===== config.mk =====
export PLATFORM = sky130hd
export DESIGN_NAME = resource_lock_fifo_waiters
export DESIGN_NICKNAME = d
export VERILOG_FILES = /design/src/rtl/rlfw_pkg.sv /design/src/rtl/rlfw_ctrl.sv /design/src/rtl/rlfw_dp.sv /design/src/rtl/resource_lock_fifo_waiters.sv
export SDC_FILE = /design/constraint.sdc
export NUM_CORES = 1
export LEC_CHECK = 0
export BUFFER_PORTS_ARGS = -buffer_cell sky130_fd_sc_hd__buf_4
export CELL_PAD_IN_SITES_DETAIL_PLACEMENT = 2
export CELL_PAD_IN_SITES_GLOBAL_PLACEMENT = 2
export CORE_ASPECT_RATIO = 0.9
export CORE_UTILIZATION = 52
export CTS_BUF_LIST = sky130_fd_sc_hd__clkbuf_8
export DETAILED_ROUTE_END_ITERATION = 16
export HOLD_SLACK_MARGIN = 0.12
export PLACE_DENSITY = 0.91
export SLEW_MARGIN = 20
export SYNTH_ARGS = -nofsm -noshare
export SYNTH_HDL_FRONTEND = slang
export SYNTH_SLANG_ARGS = --single-unit

===== constraint.sdc =====
create_clock -name i_clk -period 10.2 [get_ports i_clk]
set_input_delay 1.53 -clock i_clk [delete_from_list [all_inputs] [get_ports i_clk]]
set_output_delay 1.53 -clock i_clk [all_outputs]
set_load 0.02 [all_outputs]

===== src/rtl/rlfw_pkg.sv =====
// Shared constants, types and controller states for the resource lock manager.
// No dependencies.
package rlfw_pkg;

    localparam int NUM_RESOURCES = 5;
    localparam int QUEUE_DEPTH   = 16;
    localparam int ID_BITS       = 4;

    localparam int TYPE_W   = 1;
    localparam int RES_IN_W = 3;
    localparam int ID_IN_W  = 4;

    localparam int RES_IDX_W = (NUM_RESOURCES > 1) ? $clog2(NUM_RESOURCES) : 1;
    localparam int PTR_W     = $clog2(QUEUE_DEPTH);
    localparam int CNT_W     = $clog2(QUEUE_DEPTH + 1);
    localparam int MEM_DEPTH = NUM_RESOURCES * QUEUE_DEPTH;
    localparam int ADDR_W    = (MEM_DEPTH > 1) ? $clog2(MEM_DEPTH) : 1;

    localparam logic [TYPE_W-1:0] REQ_ACQUIRE = 1'b0;
    localparam logic [TYPE_W-1:0] REQ_RELEASE = 1'b1;

    typedef enum logic [1:0] {
        ST_IDLE,
        ST_EXEC,
        ST_OUT
    } t_state;

    typedef struct packed {
        logic load;
        logic exec;
    } t_dp_cmd;

endpackage


===== src/rtl/rlfw_ctrl.sv =====
// Controller state machine: sequences capture, execution and result beat.
// Depends on rlfw_pkg.
module rlfw_ctrl
    import rlfw_pkg::*;
(
    input  logic    i_clk,
    input  logic    i_rst_n,
    input  logic    i_valid,
    output logic    o_stall,
    output logic    o_valid,
    input  logic    i_stall,
    output t_dp_cmd o_cmd
);

    t_state r_state;
    t_state n_state;

    always_ff @(posedge i_clk) begin
        if (!i_rst_n) begin
            r_state <= ST_IDLE;
        end else begin
            r_state <= n_state;
        end
    end

    always_comb begin
        n_state    = r_state;
        o_stall    = 1'b1;
        o_valid    = 1'b0;
        o_cmd.load = 1'b0;
        o_cmd.exec = 1'b0;
        case (r_state)
            ST_IDLE: begin
                o_stall = 1'b0;
                if (i_valid) begin
                    o_cmd.load = 1'b1;
                    n_state    = ST_EXEC;
                end
            end
            ST_EXEC: begin
                o_cmd.exec = 1'b1;
                n_state    = ST_OUT;
            end
            ST_OUT: begin
                o_valid = 1'b1;
                if (!i_stall) begin
                    n_state = ST_IDLE;
                end
            end
            default: begin
                n_state = ST_IDLE;
            end
        endcase
    end

endmodule


===== src/rtl/rlfw_dp.sv =====
// Datapath: free flags, per-resource queue pointers and counts, wait-id memory
// and result registers. Depends on rlfw_pkg.
module rlfw_dp
    import rlfw_pkg::*;
(
    input  logic                i_clk,
    input  logic                i_rst_n,
    input  t_dp_cmd             i_cmd,
    input  logic [TYPE_W-1:0]   i_req_type,
    input  logic [RES_IN_W-1:0] i_resource,
    input  logic [ID_IN_W-1:0]  i_requester_id,
    output logic                o_granted,
    output logic                o_queued,
    output logic                o_overflow,
    output logic                o_woken_valid,
    output logic [ID_IN_W-1:0]  o_woken_id
);

    logic [TYPE_W-1:0]        r_req_type;
    logic [RES_IN_W-1:0]      r_res;
    logic [ID_BITS-1:0]       r_id;

    logic [NUM_RESOURCES-1:0] r_free;
    logic [PTR_W-1:0]         r_head  [NUM_RESOURCES];
    logic [PTR_W-1:0]         r_tail  [NUM_RESOURCES];
    logic [CNT_W-1:0]         r_count [NUM_RESOURCES];

    logic [ID_BITS-1:0]       r_mem [MEM_DEPTH];
    logic [ID_BITS-1:0]       r_rd_data;

    logic                     r_granted;
    logic                     r_queued;
    logic                     r_overflow;
    logic                     r_wv;

    logic                     in_range;
    logic [RES_IDX_W-1:0]     idx;
    logic                     is_free;
    logic                     q_full;
    logic                     q_empty;
    logic                     do_grant;
    logic                     do_queue;
    logic                     do_ovf;
    logic                     do_release;
    logic                     do_pop;
    logic [PTR_W-1:0]         head_cur;
    logic [PTR_W-1:0]         tail_cur;
    logic [PTR_W-1:0]         n_head;
    logic [PTR_W-1:0]         n_tail;
    logic [ADDR_W-1:0]        base_addr;
    logic [ADDR_W-1:0]        wr_addr;
    logic [ADDR_W-1:0]        rd_addr;

    always_comb begin
        in_range  = (32'(r_res) < 32'(NUM_RESOURCES));
        idx       = RES_IDX_W'(r_res);
        is_free   = r_free[idx];
        head_cur  = r_head[idx];
        tail_cur  = r_tail[idx];
        q_full    = (r_count[idx] == CNT_W'(QUEUE_DEPTH));
        q_empty   = (r_count[idx] == '0);
        n_head    = (head_cur == PTR_W'(QUEUE_DEPTH - 1)) ? '0 : head_cur + 1'b1;
        n_tail    = (tail_cur == PTR_W'(QUEUE_DEPTH - 1)) ? '0 : tail_cur + 1'b1;
        base_addr = ADDR_W'(idx) * ADDR_W'(QUEUE_DEPTH);
        wr_addr   = base_addr + ADDR_W'(tail_cur);
        rd_addr   = base_addr + ADDR_W'(head_cur);

        do_grant   = i_cmd.exec && in_range && (r_req_type == REQ_ACQUIRE) && is_free;
        do_ovf     = i_cmd.exec && in_range && (r_req_type == REQ_ACQUIRE) && !is_free
                     && q_full;
        do_queue   = i_cmd.exec && in_range && (r_req_type == REQ_ACQUIRE) && !is_free
                     && !q_full;
        do_release = i_cmd.exec && in_range && (r_req_type == REQ_RELEASE);
        do_pop     = do_release && !q_empty;
    end

    always_ff @(posedge i_clk) begin
        if (i_cmd.load) begin
            r_req_type <= i_req_type;
            r_res      <= i_resource;
            r_id       <= ID_BITS'(i_requester_id);
        end
    end

    always_ff @(posedge i_clk) begin
        if (!i_rst_n) begin
            r_free <= '1;
            for (int i = 0; i < NUM_RESOURCES; i++) begin
                r_head[i]  <= '0;
                r_tail[i]  <= '0;
                r_count[i] <= '0;
            end
        end else begin
            if (do_grant) begin
                r_free[idx] <= 1'b0;
            end
            if (do_release) begin
                r_free[idx] <= 1'b1;
            end
            if (do_queue) begin
                r_tail[idx]  <= n_tail;
                r_count[idx] <= r_count[idx] + 1'b1;
            end
            if (do_pop) begin
                r_head[idx]  <= n_head;
                r_count[idx] <= r_count[idx] - 1'b1;
            end
        end
    end

    // wait-id memory: one write port, one registered read port
    always_ff @(posedge i_clk) begin
        if (do_queue) begin
            r_mem[wr_addr] <= r_id;
        end
        if (do_pop) begin
            r_rd_data <= r_mem[rd_addr];
        end
    end

    always_ff @(posedge i_clk) begin
        if (!i_rst_n) begin
            r_granted  <= 1'b0;
            r_queued   <= 1'b0;
            r_overflow <= 1'b0;
            r_wv       <= 1'b0;
        end else if (i_cmd.exec) begin
            r_granted  <= do_grant;
            r_queued   <= do_queue;
            r_overflow <= do_ovf;
            r_wv       <= do_pop;
        end
    end

    assign o_granted     = r_granted;
    assign o_queued      = r_queued;
    assign o_overflow    = r_overflow;
    assign o_woken_valid = r_wv;
    assign o_woken_id    = r_wv ? ID_IN_W'(r_rd_data) : '0;

endmodule


===== src/rtl/resource_lock_fifo_waiters.sv =====
// Top level of the resource lock manager: controller plus datapath.
// Depends on rlfw_pkg, rlfw_ctrl and rlfw_dp.
//
// Lock manager for NUM_RESOURCES single-unit resources, each with a wait queue
// of QUEUE_DEPTH requester ids. Every beat passes through capture into the
// input registers, an execute step in which the resource's flag, pointers and
// count are updated and the wait memory is written or read, and a result step,
// held while i_stall is high, that shows the registered result and the woken
// id from the registered read of the wait memory.
// Out-of-range resource indexes change nothing and give an all-zero result.
// A release does not pass ownership on: the woken requester must ask again.
module resource_lock_fifo_waiters
    import rlfw_pkg::*;
(
    input  logic                i_clk,
    input  logic                i_rst_n,
    input  logic                i_valid,
    output logic                o_stall,
    input  logic [TYPE_W-1:0]   i_req_type,
    input  logic [RES_IN_W-1:0] i_resource,
    input  logic [ID_IN_W-1:0]  i_requester_id,
    output logic                o_valid,
    input  logic                i_stall,
    output logic                o_granted,
    output logic                o_queued,
    output logic                o_overflow,
    output logic                o_woken_valid,
    output logic [ID_IN_W-1:0]  o_woken_id
);

    t_dp_cmd cmd;

    rlfw_ctrl u_ctrl (
        .i_clk   (i_clk),
        .i_rst_n (i_rst_n),
        .i_valid (i_valid),
        .o_stall (o_stall),
        .o_valid (o_valid),
        .i_stall (i_stall),
        .o_cmd   (cmd)
    );

    rlfw_dp u_dp (
        .i_clk          (i_clk),
        .i_rst_n        (i_rst_n),
        .i_cmd          (cmd),
        .i_req_type     (i_req_type),
        .i_resource     (i_resource),
        .i_requester_id (i_requester_id),
        .o_granted      (o_granted),
        .o_queued       (o_queued),
        .o_overflow     (o_overflow),
        .o_woken_valid  (o_woken_valid),
        .o_woken_id     (o_woken_id)
    );

endmodule


# After elaboration in Yosys (flattened, before gate mapping)
# Memory sizes are Yosys's and may differ from the RTL's. A register that Yosys moved wholly into a read port is not among the register bits.
# Cells that the tools add are included.
# W data, S select, Z words.
word_totals:
  register_bits: 19
  mem_bits_rw: 385
  input_bits: 12
  output_inout_bits: 10
  wordCells: 91
  memories: 4
classes:
  addsub: 6
  magnitude_cmp: 3
  n_eq_ne: 7
  muxes: 39
  bitwise: 5
  n_reduce_logical: 18
mem_list:
  columns: ["name", "words", "width", "read_ports", "rd_ports_with_merged_regs", "wr", "line", "rtl"]
  rows:
  - ["u_dp.r_mem", 80, 4, 1, 1, 1, "rlfw_dp.sv:28", "logic [ID_BITS-1:0] r_mem [MEM_DEPTH];"]
  - ["u_dp.r_count", 5, 5, 1, 1, 5, "rlfw_dp.sv:26", "logic [CNT_W-1:0] r_count [NUM_RESOURCES];"]
  - ["u_dp.r_head", 5, 4, 1, 1, 5, "rlfw_dp.sv:24", "logic [PTR_W-1:0] r_head [NUM_RESOURCES];"]
  - ["u_dp.r_tail", 5, 4, 1, 1, 5, "rlfw_dp.sv:25", "logic [PTR_W-1:0] r_tail [NUM_RESOURCES];"]
ops:
  columns: ["cell", "count"]
  rows:
  - ["$mux W5", 5]
  - ["$mux W4", 5]
  - ["$mux W1", 18]
  - ["$mux W3", 6]
  - ["$add A7 B4 Y7", 2]
  - ["$logic_and A1 B1 Y1", 9]
  - ["$add A4 B1 Y4 const B", 2]
  - ["$eq A4 B4 Y1 const B", 2]
  - ["$reduce_or A4 Y1", 2]
  - ["$pmux W2 S3", 1]
  - ["$add A5 B1 Y5 const B", 1]
  - ["$and A5 B5 Y5", 1]
  - ["$eq A5 B5 Y1 const B", 1]
  - ["$logic_not A5 Y1", 1]
  - ["$not A5 Y5", 1]
  - ["$or A5 B5 Y5", 1]
  - ["$reduce_or A5 Y1", 1]
  - ["$sub A5 B1 Y5 const B", 1]
  - ["$lt A3 B4 Y1 const B", 1]
  - ["$mux W2", 2]
  - ["$ne A2 B2 Y1 const B", 2]
  - ["$bmux W1 S3", 1]
  - ["$demux W1 S3", 1]
  - ["$ge A3 B1 Y1 const B", 1]
  - ["other kinds (8)", 10]

# Logic depth before layout (Yosys ltp)
# Gate-level depths: netlist of the first run.
logic_depth:
  ltp_word: 12
  mapped_depth: 14
  depth_no_buf: 12

# Cells and area by module
# From an unflattened synthesis of the first run, not the netlist that was laid out.
hier_totals:
  cells_unflattened: 1274
  hier_area_um2: 19087.1
by_module_without_submodules:
  columns: ["mod", "instances", "cells_each", "area_each_um2", "seq_area_each_um2"]
  rows:
  - ["rlfw_dp", 1, 1264, 18970.7, 13332.8]
  - ["rlfw_ctrl", 1, 10, 116.4, 40.0]

# Least setup slack after synthesis of the first run
# Ideal clock, no wire load.
synth_timing:
  path_type: "reg-to-reg"
  start: "register with a tool-made name"
  end: "memory u_dp.r_count[5][4] (netlist bit) (data pin)"
  setup_time_ns: 0.275
  t_arrival_ns: 3.217
  t_required_ns: 9.925
  setup_slack_ns: 6.708
  path_stages_with_launch: 13
  path_buffers: 2
  period_less_slack_ns: 3.492
  path_cell_list: "dfxtp_1 -> buf_4 -> buf_4 -> mux4_2 -> mux2_2 -> or2_2 -> o21bai_2 -> nor2_1 -> xor2_1 -> ha_1 -> o31ai_1 -> xor2_1 -> inv_1"
synth_lines:
  columns: ["element", "line"]
  rows:
  - ["end, declared", "rlfw_dp.sv:26"]

# Worst setup path in the final report of the first run
layout_timing:
  start: "register u_dp.r_res[2] (netlist: u_dp.idx[2])"
  end: "memory u_dp.r_mem[28][2], enable pin"
layout_between:
  elab_chain_cells: 7
  word_cells_on_any_way: 11
  cone_classes: "add/sub (1); order compare (1); mux (4); reduce/logical (5)"
layout_lines:
  columns: ["element", "line", "rtl"]
  rows:
  - ["start, declared", "rlfw_dp.sv:20", "logic [RES_IN_W-1:0] r_res;"]
  - ["start signal, assigned", "rlfw_dp.sv:80", "r_res <= i_resource;"]
  - ["$bmux W1 S3 or $lt A3 B3 Y1 (tied branches)", "rlfw_dp.sv:57, rlfw_dp.sv:55", null]
  - ["$mux W1 (not written as such) or $logic_and A1 B1 Y1 (tied branches)", "rlfw_dp.sv:57, rlfw_dp.sv:71", null]
  - ["$logic_not A1 Y1 or $logic_and A1 B1 Y1 (tied branches)", "rlfw_dp.sv:71", "do_queue = i_cmd.exec && in_range && (r_req_type == REQ_ACQUIRE) && !is_free"]
  - ["$logic_and A1 B1 Y1", "rlfw_dp.sv:71", null]
  - ["$logic_and A1 B1 Y1", "rlfw_dp.sv:72", "&& !q_full;"]
  - ["$mux W1", "rlfw_dp.sv:113", "if (do_queue) begin"]
  - ["$mux W1 (not written as such)", "rlfw_dp.sv:114", "r_mem[wr_addr] <= r_id;"]
  - ["end, declared", "rlfw_dp.sv:28", null]
# Parallel ways exist; a longest one is shown, timed or not. The select of a mux whose other input is x is not followed.

==> flow_metrics.tcl, run 1 <==
set metrics [dict create \
    grt_pass1_wl_um 111900 \
    cts_buffer_depth 3 \
    drt_iter0_drc 1961 \
    antenna_cells 0 \
    p_per_area_nw_per_um2 219.1 \
    slowest_delay_ns 0.87 \
    cp-start-kind "register" \
    dp_hpwl_um 43710 \
    clk_latency_ns 0.69 \
    track_usage_pct 43.73 \
    period_minus_slack_ns 5.624 \
    multi_input_area_um2 5162 \
    cts_inserted_buffers 75 \
    register_area_um2 13370 \
    total_leakage_power_nw 7.114 \
    ys_seq_elements 450 \
    cts_resized 0 \
    holdCritPathClass "register to register" \
    die_height_um 182.2 \
    dieArea_um2 36840 \
    clock.fmax_mhz 177.8 \
    vias 13660 \
    ant_nets 0 \
    yosys_warnings 0 \
    cp_max_fo 12 \
    cts_max_level 3 \
    clk_pin_slew_ns 0.06 \
    synth.distinct_cells 66 \
    finalPower_mw 4.566 \
    criticalPathCategory "register to register" \
    reg2reg_from "u_dp.idx[2]" \
    fp.dieW_um 202.2 \
    avgSynthCellArea_um2 14.51 \
    ios 22 \
    crit_required_ns 10.48 \
    drcViolationCount 0 \
    synthFlopType "edfxtp_1" \
    timing.final.crit_share_pct 55.14 \
    avgRoutedWirePerCell_um 41.26 \
    critical_path.startpoint "u_dp.idx[2]" \
    grt_pass1_vias 14480 \
    post_route_cells_drive_above_1_share_pct 15.57 \
    synth_edf_count 436 \
    path_buf_inv 1 \
    crit_chain "inv_1 > or3_1 > o22ai_1 > nand2_1 > nor2_2 > nand3_1 > nor2_1" \
    cts-root-buf "clkbuf_8" \
    fillers 3078 \
    post_cts_buffers 0 \
    synth_area_um2 18760 \
    fin_tns_setup_ns 0 \
    grt_overflow 0 \
    syn_to_final_growth_pct 11.10 \
    peakVddDrop_uv 161.3 \
    hold_path.startpoint "u_dp.o_granted" \
    layout_common_cells "edfxtp_1, nand2_1, nor2_1, clkbuf_8, nand3_1" \
    crit_family "simple AND/OR/NAND/NOR gates" \
    synth-seq-area-share_pct 71.28 \
    worstPathArrival_ns 5.90 \
    syn_inst 1293 \
    synth_async_sr_flop_share_pct 0 \
    cts_sinks 450 \
    final_common_cell "edfxtp_1" \
    outcome "completed" \
    cts_tree "yes" \
    antenna_found_initial 3 \
    nNetsFinal 1397 \
    tightest_slew_ns 1.194 \
    core-area_um2 35300 \
    drv_slew 0 \
    first_pass_iters 5 \
    timing.max_cap.violations 0 \
    finClkSkew_ns 0.06021 \
    worst_setup_path_end_kind "register" \
    setup_viol_count_final 0 \
    slew_headroom_pct 19.76 \
    routabilityCongestion 0.8945 \
    postCtsHoldBufs 0 \
    io_buffers 21 \
    rsz0062_at_grt "no" \
    rows 65 \
    drt_wl_total_um 78440 \
    hold_violations 0 \
    cp_slowest_cell "nor2_1" \
    start_util_pct 53.15 \
    grt_max_degree 81 \
    viasPerCell 7.183 \
]
[cells in the mapped netlist, types with 4 or more instances]
cell | n | area share, %
nor3_1 | 13 | 0.35
nor2_1 | 158 | 3.2
nand2_1 | 191 | 3.8
buf_6 | 4 | 0.24
or3_1 | 14 | 0.47
a31oi_1 | 10 | 0.33
buf_1 | 4 | 0.080
buf_2 | 25 | 0.67
edfxtp_1 | 436 | 70
nand4_1 | 22 | 0.73
o21ai_0 | 26 | 0.69
nand2b_1 | 10 | 0.33
and2_1 | 19 | 0.63
xor2_1 | 4 | 0.19
a21oi_1 | 12 | 0.32
o211ai_1 | 5 | 0.20
a32oi_1 | 19 | 0.89
mux2i_1 | 40 | 2.1
a311o_1 | 4 | 0.21
and3_1 | 15 | 0.50
clkbuf_1 | 32 | 0.64
a311oi_1 | 8 | 0.37
mux2_2 | 19 | 1.1
o22ai_1 | 5 | 0.17
dfxtp_1 | 14 | 1.5
nor2b_1 | 4 | 0.13
buf_4 | 4 | 0.16
mux4_2 | 47 | 5.6
a22oi_1 | 5 | 0.20
inv_1 | 10 | 0.20
nand3_1 | 67 | 1.8
[where the power goes]
group / internal, mW / switching [mW] / leakage (nW)
Clock: 0.752 / 0.851 / 0.783
Combinational: 0.228 / 0.601 / 2.17
Sequential: 2.10 / 0.0311 / 4.16
[worst register-to-register path: stages, from the launching register on]
cell and delay (ns):
edfxtp_1 0.84, inv_1 0.47, or3_1 0.76, o22ai_1 0.50
nand2_1 0.33, nor2_2 0.61, nand3_1 0.84, nor2_1 0.88
[flip-flops by register name, summed over array words and instances (netlist names), 2 cells and up, named ones only]
name	cells
u_dp.r_tail	32
u_dp.r_mem	320
u_dp.r_count	40
u_dp.r_free	5
u_ctrl.r_state	2
u_dp.r_id	4
u_dp.r_rd_data	4
u_dp.idx	3
u_dp.r_head	32
[cell type report]
type / instances / area share (%)
timing repair buffer: 43 / 1.549
clock inverter: 43 / 0.9064
clock buffer: 84 / 5.546
sequential: 450 / 64.16
inverter: 13 / 0.2581
multi-input combinational: 799 / 24.77
tap: 469 / 2.815
[stage by stage]
step	util, %	setup WS, ns	hold slack, ns	area (µm²)	instances
floorplan	-	6.708	0.4365	18900	1331
global placement	55.23	5.274	0.4451	19490	1774
detailed placement	55.23	4.820	0.5143	19490	1774
CTS	59.04	4.677	0.5394	20840	1901
global route	59.06	4.466	0.5431	20850	1901
finish	59.06	4.576	0.5284	20850	1901
[routing by layer]
metal / wire length, µm / part of all wire (%) / global-route usage (%)
met5: 13 / 0.017 / 0
met4: 4810 / 6.1 / 22.29
met3: 7821 / 10 / 11.86
met2: 37540 / 48 / 70.58
met1: 28260 / 36 / 54.57
[cell families after synthesis]
kind of cell	count (synthesis)	share of synthesized area, %
fa+ha+maj	3	0.2001
xor+xnor	6	0.2801
compound gates	112	4.255
other cells	1	0.01999
mux	110	9.330
flops	450	71.28
simple gates	529	12.58
buf+inv	82	2.061
[worst paths after layout]
path	slack, ns	depth (start not counted)	endpoint
min	0.53	2	u_dp.o_granted
max reg2reg	4.58	7	u_dp.r_mem[28][2]
min reg2reg	0.53	2	u_dp.o_granted
max	4.58	7	u_dp.r_mem[28][2]
Power figures use the tool's default switching activity.
==> run 2, diff against run 1 <==
--- a/config.mk
+++ b/config.mk
@@ -9,11 +9,11 @@
 export CELL_PAD_IN_SITES_DETAIL_PLACEMENT = 2
 export CELL_PAD_IN_SITES_GLOBAL_PLACEMENT = 2
 export CORE_ASPECT_RATIO = 0.9
-export CORE_UTILIZATION = 52
+export CORE_UTILIZATION = 48
 export CTS_BUF_LIST = sky130_fd_sc_hd__clkbuf_8
 export DETAILED_ROUTE_END_ITERATION = 16
 export HOLD_SLACK_MARGIN = 0.12
-export PLACE_DENSITY = 0.91
+export PLACE_DENSITY = 0.86
 export SLEW_MARGIN = 20
 export SYNTH_ARGS = -nofsm -noshare
 export SYNTH_HDL_FRONTEND = slang
==> constraint.sdc (replaced) <==
create_clock -name i_clk -period 5.25 [get_ports i_clk]
set_input_delay 0.7875 -clock i_clk [delete_from_list [all_inputs] [get_ports i_clk]]
set_output_delay 0.7875 -clock i_clk [all_outputs]
set_load 0.02 [all_outputs]
==> run 2 against run 1 <==
Net effect: critical path depth grew 4; count of clock-buffer cells in the layout is 8 lower; non-clock buffer count up 3; clock power up 80%; sequential power grew 95%; register-to-register slack worse by 4.4 ns; total power increased by 87%; sequential share of layout area shrank 0.069 points; via count is 6.3% lower; wire length down 14%; critical path type unchanged.
==> flow_metrics.tcl, run 2 (synthesis results as in run 1) <==
set metrics [dict create \
    core-area_um2 38460 \
    cts_max_level 3 \
    setup_viol_count_final 0 \
    tightest_slew_ns 1.149 \
    ant_nets 0 \
    worst_setup_path_end_kind "register" \
    final_common_cell "edfxtp_1" \
    cts_sinks 450 \
    reg_top3 "u_dp.r_mem: 320 flops, u_dp.r_count: 40 flops" \
    layout_common_cells "edfxtp_1, nand2_1, nor2_1, clkbuf_8, nand3_1" \
    outcome "completed" \
    io_buffers 21 \
    fp.dieW_um 210.4 \
    antenna_found_initial 1 \
    met2_usage_pct 56.92 \
    rsz0062_at_grt "no" \
    timing.max_cap.violations 0 \
    grt_pass1_vias 13700 \
    grt_pass1_wl_um 98660 \
    rows 68 \
    fillers 3544 \
    largest_reg_flops 320 \
    r2r_cells 11 \
    hold_path_end "u_dp.r_id[2]" \
    criticalPathCategory "register to register" \
    vias 12790 \
    dpl_cell_area_um2 19590 \
    top_usage_layer "met2" \
    hold_depth 1 \
    r2r_slack_ns 0.18 \
    clock.fmax_mhz 197.1 \
    rr_endpoint "u_dp.r_count[5][4]" \
    cp-start-kind "register" \
    holdWs_ns 0.3309 \
    postCtsHoldBufs 0 \
    clk_pin_slew_ns 0.07 \
    cts_buffer_depth 3 \
    grt_max_degree 81 \
    dieArea_um2 39880 \
    track_usage_pct 34.84 \
    design_area_um2 20870 \
    worstPathArrival_ns 5.43 \
    first_pass_iters 5 \
    nNetsFinal 1398 \
    drt_wl_total_um 67570 \
    holdCritPathClass "input port to register" \
    clk_latency_ns 0.66 \
    fin_tns_setup_ns 0 \
    drcViolationCount 0 \
    grt_overflow 0 \
    dp_hpwl_um 41430 \
    post_route_cells_drive_above_1_share_pct 14.99 \
    finalPower_mw 8.554 \
    p_per_area_nw_per_um2 409.9 \
    peakVddDrop_uv 249.1 \
    cts_resized 0 \
    cp_max_fo 17 \
    use_met3_pct 7.659 \
    post_cts_buffers 0 \
    syn_to_final_growth_pct 11.22 \
    hold_path.startpoint "i_requester_id[2]" \
    drv_slew 0 \
    timing.final.crit_share_pct 96.65 \
    die_height_um 189.6 \
    cts_tree "yes" \
    period_minus_slack_ns 5.074 \
    total_leakage_power_nw 7.114 \
    finClkSkew_ns 0.03620 \
    viasPerCell 6.526 \
    crit_required_ns 5.60 \
    avgRoutedWirePerCell_um 34.47 \
    start_util_pct 48.79 \
    cts_inserted_buffers 73 \
    cts-root-buf "clkbuf_8" \
    routabilityCongestion 0.8328 \
    ios 22 \
    drt_iter0_drc 1465 \
    met1_usage_pct 45.22 \
    hold_violations 0 \
    top_register "u_dp.r_mem" \
    slew_headroom_pct 22.58 \
]
==> run 2: cell types whose count changed in the layout (fill, tap and decap cells not counted) <==
| cell | before | now |
|---|---|---|
| buf_4 | 43 | 46 |
| bufinv_16 | 0 | 1 |
| clkbuf_8 | 84 | 76 |
| clkinv_1 | 5 | 10 |
| clkinv_2 | 3 | 4 |
| clkinvlp_4 | 5 | 2 |
| diode_2 | 0 | 1 |
| inv_1 | 39 | 42 |
| nor2_1 | 156 | 158 |
| nor2_2 | 5 | 3 |
| o21ai_0 | 23 | 25 |
| o21ai_1 | 3 | 1 |
==> run 2: critical path: stages (launching register included) <==
cell and delay (ns):
dfxtp_1 0.99, buf_4 0.40, mux4_2 0.35, mux2_2 0.40, or2_2 0.35, o21bai_2 0.38, nor2_1 0.25, xor2_1 0.24
ha_1 0.30, o31ai_1 0.41, xor2_1 0.51, inv_1 0.20
==> run 2: layout make-up <==
class                      instances  area (µm²)  area share [%]
antenna                            1       2.502         0.01199
tap                              525       656.9           3.148
clock inverter                    50       231.5           1.109
inverter                          13       53.80          0.2578
timing repair buffer              46       345.3           1.655
sequential                       450       13370           64.09
multi-input combinational        799        5157           24.72
clock buffer                      76        1046           5.013
==> run 2: stage by stage <==
stage               worst slack [ns]  util (%)  instances
CTS                           0.3386     54.26       1959
global route                  0.1157     54.26       1959
detailed placement            0.5573     50.93       1833
floorplan                      1.758         -       1331
global placement               1.012     50.93       1833
finish                        0.1757     54.26       1960
==> run 2: power by group <==
part	internal, mW	switching [mW]	leakage, nW
registers	4.09	0.0781	4.16
logic	0.450	1.06	2.19
clock network	1.39	1.49	0.767
==> run 2: worst max-delay path by stage <==
stage / cells after the start / start / to / slack, ns
2_1_floorplan: 12 / register / u_dp.r_count[5][4] / 1.76
3_3_place_gp: 12 / register / u_dp.r_count[5][2] / 1.01
3_5_place_dp: 12 / register / u_dp.r_count[7][2] / 0.56
4_1_cts: 11 / register / u_dp.r_count[5][4] / 0.34
5_1_grt: 11 / register / u_dp.r_count[5][4] / 0.12
6_report: 11 / register / u_dp.r_count[5][4] / 0.18
==> run 2: metal layers <==
metal  share of wire, %  vias up
met3                8.1      208
met5                  0        -
met1                 39     6779
li1                   -     5053
met2                 49      750
met4                4.4        0
==> run 3, diff against run 2 <==
--- a/config.mk
+++ b/config.mk
@@ -6,14 +6,14 @@
 export NUM_CORES = 1
 export LEC_CHECK = 0
 export BUFFER_PORTS_ARGS = -buffer_cell sky130_fd_sc_hd__buf_4
-export CELL_PAD_IN_SITES_DETAIL_PLACEMENT = 2
-export CELL_PAD_IN_SITES_GLOBAL_PLACEMENT = 2
+export CELL_PAD_IN_SITES_DETAIL_PLACEMENT = 1
+export CELL_PAD_IN_SITES_GLOBAL_PLACEMENT = 1
 export CORE_ASPECT_RATIO = 0.9
-export CORE_UTILIZATION = 48
+export CORE_UTILIZATION = 55
 export CTS_BUF_LIST = sky130_fd_sc_hd__clkbuf_8
 export DETAILED_ROUTE_END_ITERATION = 16
 export HOLD_SLACK_MARGIN = 0.12
-export PLACE_DENSITY = 0.86
+export PLACE_DENSITY = 0.85
 export SLEW_MARGIN = 20
 export SYNTH_ARGS = -nofsm -noshare
 export SYNTH_HDL_FRONTEND = slang
==> run 3 against run 2 <==
Net effect: global-route usage is 3.6 points lower; combinational power is 7% lower; final cell count is 3.9% lower; critical path depth stayed put; clock power is 7% lower; worst setup slack better by 0.52 ns; first-iteration DRC count is 6.8% lower; wire length is 22% lower; largest cell class unchanged.
==> flow_metrics.tcl, run 3 (synthesis results as in run 1) <==
set metrics [dict create \
    timing.final.crit_share_pct 86.69 \
    drcViolationCount 0 \
    postCtsHoldBufs 0 \
    holdWs_ns 0.3623 \
    rows 63 \
    fp.dieW_um 196.7 \
    p_per_area_nw_per_um2 397.0 \
    drt_iter0_drc 1366 \
    cts_resized 0 \
    fin_tns_setup_ns 0 \
    start_util_pct 56.40 \
    antenna_found_initial 0 \
    grt_overflow 0 \
    syn_to_final_growth_pct 10.50 \
    dieArea_um2 34860 \
    post_route_cells_drive_above_1_share_pct 14.98 \
    layout_common_cells "edfxtp_1, nand2_1, nor2_1, clkbuf_8, nand3_1" \
    cp_max_fo 14 \
    dp_hpwl_um 33870 \
    ant_nets 0 \
    top_register "u_dp.r_mem" \
    dp_cells 1762 \
    ios 22 \
    clk_pin_slew_ns 0.06 \
    crit_required_ns 5.57 \
    path_buf_inv 2 \
    drt_wl_total_um 52530 \
    finClkSkew_ns 0.03154 \
    grt_pass1_wl_um 78720 \
    final_common_cell "edfxtp_1" \
    timing.max_cap.violations 0 \
    final_cell_count_no_fill 1884 \
    cts_inserted_buffers 71 \
    slew_headroom_pct 25.09 \
    crit_chain "buf_4 > mux4_2 > mux2_2 > or2_2 > o21bai_2 > nor2_1 > xor2_1 > ha_1 > o31ai_1 > xor2_1 > inv_1" \
    routabilityCongestion 0.8512 \
    crit_family "multiplexers" \
    grt_max_degree 81 \
    setup_viol_count_final 0 \
    reg_top3 "u_dp.r_mem: 320 flops, u_dp.r_count: 40 flops" \
    cp-start-kind "register" \
    cts_max_level 3 \
    cp_common_cell "xor2_1" \
    cp_slowest_cell "dfxtp_2" \
    nNetsFinal 1395 \
    drv_slew 0 \
    peakVddDrop_uv 363.3 \
    criticalPathCategory "register to register" \
    worst_setup_path_end_kind "register" \
    cts-root-buf "clkbuf_8" \
    first_pass_iters 5 \
    hold_path.startpoint "i_requester_id[0]" \
    rsz0062_at_grt "no" \
    cts_buffer_depth 3 \
    viasPerCell 6.390 \
    total_leakage_power_nw 7.090 \
    grt_pass1_vias 12620 \
    io_buffers 21 \
    track_usage_pct 31.25 \
    period_minus_slack_ns 4.551 \
    cts_tree "yes" \
    hold_violations 0 \
    tightest_slew_ns 1.112 \
    largest_reg_flops 320 \
    vias 12040 \
    outcome "completed" \
    worstPathArrival_ns 4.87 \
    antenna_cells 0 \
    avgRoutedWirePerCell_um 27.88 \
    cts_sinks 450 \
    place_ws_ns 0.7914 \
    clock.fmax_mhz 219.7 \
    post_cts_buffers 0 \
    slowest_delay_ns 0.66 \
    layout_setup_ws_ns 0.6989 \
    core-area_um2 33260 \
    clk_latency_ns 0.61 \
    holdCritPathClass "input port to register" \
    die_height_um 177.2 \
]
[run 3: cell type report]
cell class / count / area, µm²
flip-flops and latches: 450 / 13370
fillers: 3147 / 12530
multi-input cells: 799 / 5157
clock buffers: 76 / 1046
well taps: 455 / 569.3
repair buffers: 45 / 337.8
clock inverters: 46 / 193.9
inverters: 13 / 53.80
[run 3: layer usage]
layer	vias to the layer above	share of wire, %	global-route usage [%]
li1	5053	-	-
met1	6181	40	42.72
met2	648	47	48.86
met3	156	8.3	6.231
met4	0	4.4	14.41
met5	-	0	0
[run 3: final timing paths]
| kind | cells past startpoint | endpoint | slack (ns) |
|---|---|---|---|
| setup reg to reg | 11 | u_dp.r_count[5][4] | 0.70 |
| hold / removal | 1 | u_dp.r_id[0] | 0.36 |
| hold reg to reg | 2 | u_dp.o_granted | 0.50 |
| setup / recovery | 11 | u_dp.r_count[5][4] | 0.70 |
[run 3: report_power, final]
group | switching, mW | leakage [nW] | internal [mW]
sequential | 0.0507 | 4.16 | 4.09
clock | 1.35 | 0.748 | 1.33
combinational | 0.959 | 2.18 | 0.449
[run 3: metrics by stage]
| step | power, mW | utilization, % | cell area, µm² |
|---|---|---|---|
| global route | 8.467 | 62.33 | 20730 |
| floorplan | 5.107 | - | 18900 |
| finish | 8.230 | 62.33 | 20730 |
| CTS | 8.219 | 62.33 | 20730 |
| detailed placement | 5.578 | 58.60 | 19490 |
| global placement | 5.508 | 58.60 | 19490 |
